## config.mk

```make
export PLATFORM = sky130hd
export DESIGN_NAME = signed_packed_int_encoder_unit_flat
export DESIGN_NICKNAME = d
export VERILOG_FILES = /design/src/rtl/spie_pkg.sv /design/src/rtl/spie_value_if.sv /design/src/rtl/spie_byte_if.sv /design/src/rtl/signed_packed_int_encoder_unit.sv /design/src/flat_wrapper.sv
export SDC_FILE = /design/constraint.sdc
export NUM_CORES = 1
export LEC_CHECK = 0
export BUFFER_PORTS_ARGS = -buffer_cell sky130_fd_sc_hd__clkbuf_2
export CORE_AREA = 4 4 93 95
export DETAILED_ROUTE_END_ITERATION = 7
export DIE_AREA = 0 0 97 99
export PLACE_DENSITY = 0.78
export SYNTH_ARGS = -nofsm -noshare
export SYNTH_HDL_FRONTEND = slang
export SYNTH_SLANG_ARGS = --single-unit
```

## constraint.sdc

```tcl
create_clock -name clk -period 5.45 [get_ports clk]
set_clock_uncertainty 0.15 [all_clocks]
set_input_delay 0.8175 -clock clk [delete_from_list [all_inputs] [get_ports clk]]
set_output_delay 0.8175 -clock clk [all_outputs]
set_load 0.005 [all_outputs]
```

## src/rtl/spie_pkg.sv

```systemverilog
`timescale 1ns / 1ps
`default_nettype none
package spie_pkg;

    localparam int VALUE_W  = 64;
    localparam int BYTE_W   = 8;
    localparam int LOW_W    = 6;
    localparam int GROUP_W  = 7;
    localparam int MAG_W    = VALUE_W - 1;
    localparam int N_GROUPS = (MAG_W - LOW_W + GROUP_W - 1) / GROUP_W;
    localparam int REST_W   = N_GROUPS * GROUP_W;

    localparam logic [BYTE_W-1:0] SIGN_FLAG = 8'h40;
    localparam logic [BYTE_W-1:0] LOW6_MASK = 8'h3F;
    localparam logic [BYTE_W-1:0] LOW7_MASK = 8'h7F;
    localparam logic [BYTE_W-1:0] MORE_FLAG = 8'h80;

    typedef logic signed [VALUE_W-1:0] value_t;
    typedef logic [BYTE_W-1:0]         byte_t;
    typedef logic [GROUP_W-1:0]        group_t;
    typedef logic [REST_W-1:0]         rest_t;
    typedef logic [N_GROUPS-1:0]       nz_t;

endpackage
`default_nettype wire

```

## src/rtl/spie_value_if.sv

```systemverilog
`timescale 1ns / 1ps
`default_nettype none
interface spie_value_if;
    logic                 valid;
    logic                 ready;
    spie_pkg::value_t     value;

    modport source (output valid, output value, input ready);
    modport sink   (input valid, input value, output ready);
endinterface
`default_nettype wire

```

## src/rtl/spie_byte_if.sv

```systemverilog
`timescale 1ns / 1ps
`default_nettype none
interface spie_byte_if;
    logic                 valid;
    logic                 ready;
    spie_pkg::byte_t      out_byte;
    logic                 last;

    modport source (output valid, output out_byte, output last, input ready);
    modport sink   (input valid, input out_byte, input last, output ready);
endinterface
`default_nettype wire

```

## src/rtl/signed_packed_int_encoder_unit.sv

```systemverilog
`timescale 1ns / 1ps
`default_nettype none
// channel   | dir | payload               | handshake
// value_ch  | in  | value (64, signed)    | valid / ready
// byte_ch   | out | out_byte (8), last    | valid / ready
//
// a value is accepted, then sent one byte per cycle while the output register is not stalled:
// 1 to 10 bytes per value, set by the 7-bit group shift register feeding the output register.
// a new value is taken in the cycle after its last byte enters the output register.
// a stalled output register holds the group shift register in place.
// reset clears the busy flag, the group flags and the output valid; no clearing pass.
module signed_packed_int_encoder_unit (
    input  wire logic     clk,
    input  wire logic     rst_n,
    spie_value_if.sink    value_ch,
    spie_byte_if.source   byte_ch
);
    import spie_pkg::*;

    logic               busy_reg,  busy_next;
    logic [GROUP_W-1:0] cur_reg,   cur_next;
    rest_t              rest_reg,  rest_next;
    nz_t                nz_reg,    nz_next;
    logic               ov_reg,    ov_next;
    byte_t              ob_reg,    ob_next;
    logic               last_reg,  last_next;

    logic [MAG_W-1:0]   mag;
    rest_t              rest_load;
    nz_t                nz_load;
    logic               more;
    logic               step;
    logic               take;

    // magnitude: complement of a negative value, sign bit dropped
    assign mag = value_ch.value[VALUE_W-1] ? ~value_ch.value[MAG_W-1:0]
                                           : value_ch.value[MAG_W-1:0];
    assign rest_load = rest_t'(mag[MAG_W-1:LOW_W]);

    always_comb
    begin
        for (int k = 0; k < N_GROUPS; k++)
        begin
            nz_load[k] = |rest_load[k*GROUP_W +: GROUP_W];
        end
    end

    assign take = value_ch.valid && value_ch.ready;
    assign step = busy_reg && (!ov_reg || byte_ch.ready);
    assign more = |nz_reg;

    always_comb
    begin
        busy_next = busy_reg;
        cur_next  = cur_reg;
        rest_next = rest_reg;
        nz_next   = nz_reg;
        ov_next   = ov_reg;
        ob_next   = ob_reg;
        last_next = last_reg;
        if (ov_reg && byte_ch.ready)
        begin
            ov_next = 1'b0;
        end
        if (step)
        begin
            ov_next   = 1'b1;
            ob_next   = more ? ({1'b0, cur_reg} | MORE_FLAG) : {1'b0, cur_reg};
            last_next = !more;
            cur_next  = rest_reg[GROUP_W-1:0] & LOW7_MASK[GROUP_W-1:0];
            rest_next = rest_reg >> GROUP_W;
            nz_next   = nz_reg >> 1;
            busy_next = more;
        end
        if (take)
        begin
            busy_next = 1'b1;
            cur_next  = (value_ch.value[VALUE_W-1] ? SIGN_FLAG[GROUP_W-1:0]
                                                    : {GROUP_W{1'b0}})
                      | {1'b0, mag[LOW_W-1:0] & LOW6_MASK[LOW_W-1:0]};
            rest_next = rest_load;
            nz_next   = nz_load;
        end
    end

    always_ff @(posedge clk or negedge rst_n)
    begin
        if (!rst_n)
        begin
            busy_reg <= 1'b0;
            ov_reg   <= 1'b0;
            nz_reg   <= '0;
        end
        else
        begin
            busy_reg <= busy_next;
            ov_reg   <= ov_next;
            nz_reg   <= nz_next;
        end
    end

    always_ff @(posedge clk)
    begin
        cur_reg  <= cur_next;
        rest_reg <= rest_next;
        ob_reg   <= ob_next;
        last_reg <= last_next;
    end

    assign value_ch.ready   = !busy_reg;
    assign byte_ch.valid    = ov_reg;
    assign byte_ch.out_byte = ob_reg;
    assign byte_ch.last     = last_reg;

`ifndef SYNTHESIS
    // an accepted item always starts a byte sequence
    a_take_busy: assert property (@(posedge clk) disable iff (!rst_n)
        take |=> busy_reg)
        else $error("accepted item did not start encoding");

    // continuation flag and last marker must agree
    a_more_last: assert property (@(posedge clk) disable iff (!rst_n)
        ov_reg |-> (ob_reg[BYTE_W-1] == !last_reg))
        else $error("continuation bit disagrees with last");

    // group flags are drained once an encoding finishes
    a_idle_drained: assert property (@(posedge clk) disable iff (!rst_n)
        !busy_reg |-> (nz_reg == '0))
        else $error("group flags left over while idle");

    // a stalled output byte holds its value
    a_stall_hold: assert property (@(posedge clk) disable iff (!rst_n)
        (ov_reg && !byte_ch.ready) |=> (ov_reg && $stable(ob_reg) && $stable(last_reg)))
        else $error("stalled output byte changed");
`endif

endmodule
`default_nettype wire

```

## src/flat_wrapper.sv

```systemverilog
// flat-port wrapper written by rule: the top's interface ports become plain ports
module signed_packed_int_encoder_unit_flat import spie_pkg::*;
  (clk, rst_n, value_ch_valid, value_ch_value, value_ch_ready, byte_ch_valid, byte_ch_out_byte, byte_ch_last, byte_ch_ready);
  spie_value_if value_ch_i ();
  spie_byte_if byte_ch_i ();
  input  wire logic clk;
  input  wire logic rst_n;
  input wire logic [$bits(value_ch_i.valid)-1:0] value_ch_valid;
  input wire logic [$bits(value_ch_i.value)-1:0] value_ch_value;
  output wire logic [$bits(value_ch_i.ready)-1:0] value_ch_ready;
  output wire logic [$bits(byte_ch_i.valid)-1:0] byte_ch_valid;
  output wire logic [$bits(byte_ch_i.out_byte)-1:0] byte_ch_out_byte;
  output wire logic [$bits(byte_ch_i.last)-1:0] byte_ch_last;
  input wire logic [$bits(byte_ch_i.ready)-1:0] byte_ch_ready;
  assign value_ch_i.valid = value_ch_valid;
  assign value_ch_i.value = value_ch_value;
  assign value_ch_ready = value_ch_i.ready;
  assign byte_ch_valid = byte_ch_i.valid;
  assign byte_ch_out_byte = byte_ch_i.out_byte;
  assign byte_ch_last = byte_ch_i.last;
  assign byte_ch_i.ready = byte_ch_ready;
  signed_packed_int_encoder_unit u_core (.clk(clk), .rst_n(rst_n), .value_ch(value_ch_i), .byte_ch(byte_ch_i));
endmodule
```

==> flow_summary_export.csv <==
group,metric,value,unit
layout,final_nets,515,
worst_hold_path,min_path_type,"in2async",
layout,drive_gt1_share,23.5,%
synth,syn_inst,381,
cts,cts_root_buffer,"clkbuf_8",
power_and_ir_drop,leakage,1.93,nW
global_route,grt_max_degree,124,
place,dp_hpwl,5610,um
synth,synthTopCellsByArea,"edfxtp_1 (51%), xnor2_1 (13%), dfrtp_1 (6.5%)",
cts,cts-resized-gates,0,
global_route,grt_pass1_vias,2958,
timing,finalCritPeriodShare,47.7,%
layout,n_fill_cell,634,
layout,finalNonFillerCells,554,
layout,diodes,0,
cts,clk_pin_slew,0.09,ns
setup_path,worstSetupPathType,"in2reg",
synth,synth_edf_count,73,
layout,area_delta_synth_final,14.6,%
timing,finalSetupTns,0,ns
synth,synth_seq_area_share,57.9,%
cts,clkLatencyLatePin,0.35,ns
global_route,antenna_found_initial,0,
timing,fin_crit,2.60,ns
drt,dr.pass1.iters,4,
synth,synth_top_area_share,51.5,%
setup_path,critical_path.max_fanout,52,
die,rows,32,
drt,wl_per_cell,14.9,um
drt,drt_iter0_markers,138,
synth,synth_seq_cells,84,
cts,cts_tree,"yes",
cts,clk_path_buf_depth,2,
drt,num_vias,2989,
layout,final_common_cell,"clkbuf_2",
outcome,outcome,"complete, no violations",
cts,post_cts_buffers,0,
setup_path,cpPeakStageDelay,0.66,ns
place,placed_area,0.00468,mm2
run,drv_cap,0,
timing,drv_slew,0,
die,dieHeight,99,um
die,ioPinCount,79,
timing,worst_pin_slew,1.14,ns
place,gp_congestion,0.805,
synth,synth_largest_area_cell,"edfxtp_1",
timing,fin_hold_ws,0.205,ns
timing,finalSetupViolations,0,
die,core,0.00773,mm2
timing,relSlewSlack,23.9,%
timing,finalHoldViolCount,0,
setup_path,crit_top_cell,"buf_4",
global_route,track_usage,17.4,%
synth,synth_fp_nets,449,
setup_path,cp-start-kind,"primary input",
power_and_ir_drop,ir_worst_vdd,285,uV
setup_path,r2r_slack,3.27,ns
timing,rsz0062_at_grt,"no",
global_route,grt_first_pass_wirelength,13500,um
layout,largest_reg_flops,57,
setup_path,worstPathRequired,5.54,ns
die,die_x,97,um
cts,clock_sinks,84,
power_and_ir_drop,powerDensity,487,mW/mm2
synth,synthArstFlopShare,13.1,%
layout,design_area,0.00488,mm2
setup_path,arrival,2.69,ns
place,dp_cells,538,
drt,drc_errors,0,
die,initial_utilization,55.1,%
synth,ys_warn_count,0,
drt,wirelength,8270,um
setup_path,crit_slowest_cell,"buf_4",
cts,numCtsBuffers,9,
die,dieArea,0.00960,mm2
setup_path,worstPathCellList,"buf_4 -> buf_4 -> nand4_1 -> mux2i_1 -> a31oi_1 -> mux2_2",
synth,synth_cell_types,24,
drt,drt-vias-per-instance,5.40,
synth,avgSynthCellArea,11.2,um2
global_route,grt_overflow,0,
setup_path,endpoint_kind,"register",
cts,cts_hold_buf,0,
timing,fmax,385,MHz
layout,final_cell_mix,"clkbuf_2 (77), edfxtp_1 (73), nand2_1 (67), xnor2_1 (63), o21ai_1 (41)",
drt,ant_nets,0,
synth,synth_area,0.00426,mm2
synth,ys.flop_type,"edfxtp_1",
power_and_ir_drop,power.total,0.00238,W
place,io_buffers,78,
cts,h-tree-depth,3,
[layout make-up]
type                            count  area (um2)  share of cell area (%)
Inverter                            2        7.51                   0.154
Tap cell                          102         128                    2.62
Timing Repair Buffer               80         408                    8.36
Multi-Input combinational cell    270        1670                    34.2
Clock inverter                      7        77.6                    1.59
Clock buffer                        9         124                    2.54
Sequential cell                    84        2470                    50.6
[metal layers]
metal  up-vias  wire [um]  GRT usage (%)
li1       1494          -              -
met1      1411       3600           21.5
met2        76       4160           30.5
met3         8        429           4.67
met4         0         76           4.21
met5         -          0              0
[power breakdown]
part	internal, W	total [W]	switching (W)
logic	0.000256	0.000674	0.000418
clock network	0.000213	0.000441	0.000229
registers	0.00117	0.00126	0.0000943
[critical path: cells and delay by family]
| family | cells | cell delay (ns) |
|---|---|---|
| AO/OA/AOI/OAI | 1 | 0.11 |
| buffers and inverters | 2 | 1.11 |
| multiplexers | 2 | 0.48 |
| AND/OR/NAND/NOR | 1 | 0.17 |
[cells in the mapped netlist (all sizes together), types with 8 or more instances]
cell    count
buf        12
clkbuf     13
dfrtp      11
edfxtp     73
mux2        8
mux2i       8
nand2      67
nand4      16
nor2       17
o21ai      56
or4        16
xnor2      63
[metrics by stage]
stage | setup slack (ns) | utilization [%]
3_5_place_dp | 2.48 | 60.5
4_1_cts | 2.86 | 63.1
3_3_place_gp | 2.56 | 60.5
6_report | 2.85 | 63.1
2_1_floorplan | 2.81 | -
5_1_grt | 2.75 | 63.1
[kinds of logic (layout without fill, tap and decap cells)]
group / after synthesis / after routing / share of synthesized area (%)
simple gates: 122 / 122 / 13.5
buf+inv: 27 / 98 / 3.23
mux: 16 / 16 / 4.00
flops: 84 / 84 / 57.9
xor+xnor: 63 / 63 / 13.0
compound gates: 69 / 69 / 8.43
[path summary, 6_finish.rpt]
check	start	endpoint	cells after the start
max in group asynchronous	rst_n	u_core.nz_reg[4]	1
worst max-delay path	value_ch_value[63]	u_core.nz_reg[3]	6
worst min-delay path	rst_n	u_core.nz_reg[0]	1
worst min register to register	u_core.cur_reg[0]	u_core.byte_ch.out_byte[0]	0
min in group clk	u_core.cur_reg[0]	u_core.byte_ch.out_byte[0]	0
worst max register to register	u_core.busy_reg	u_core.nz_reg[7]	4
(Power assumes the default switching activity.)
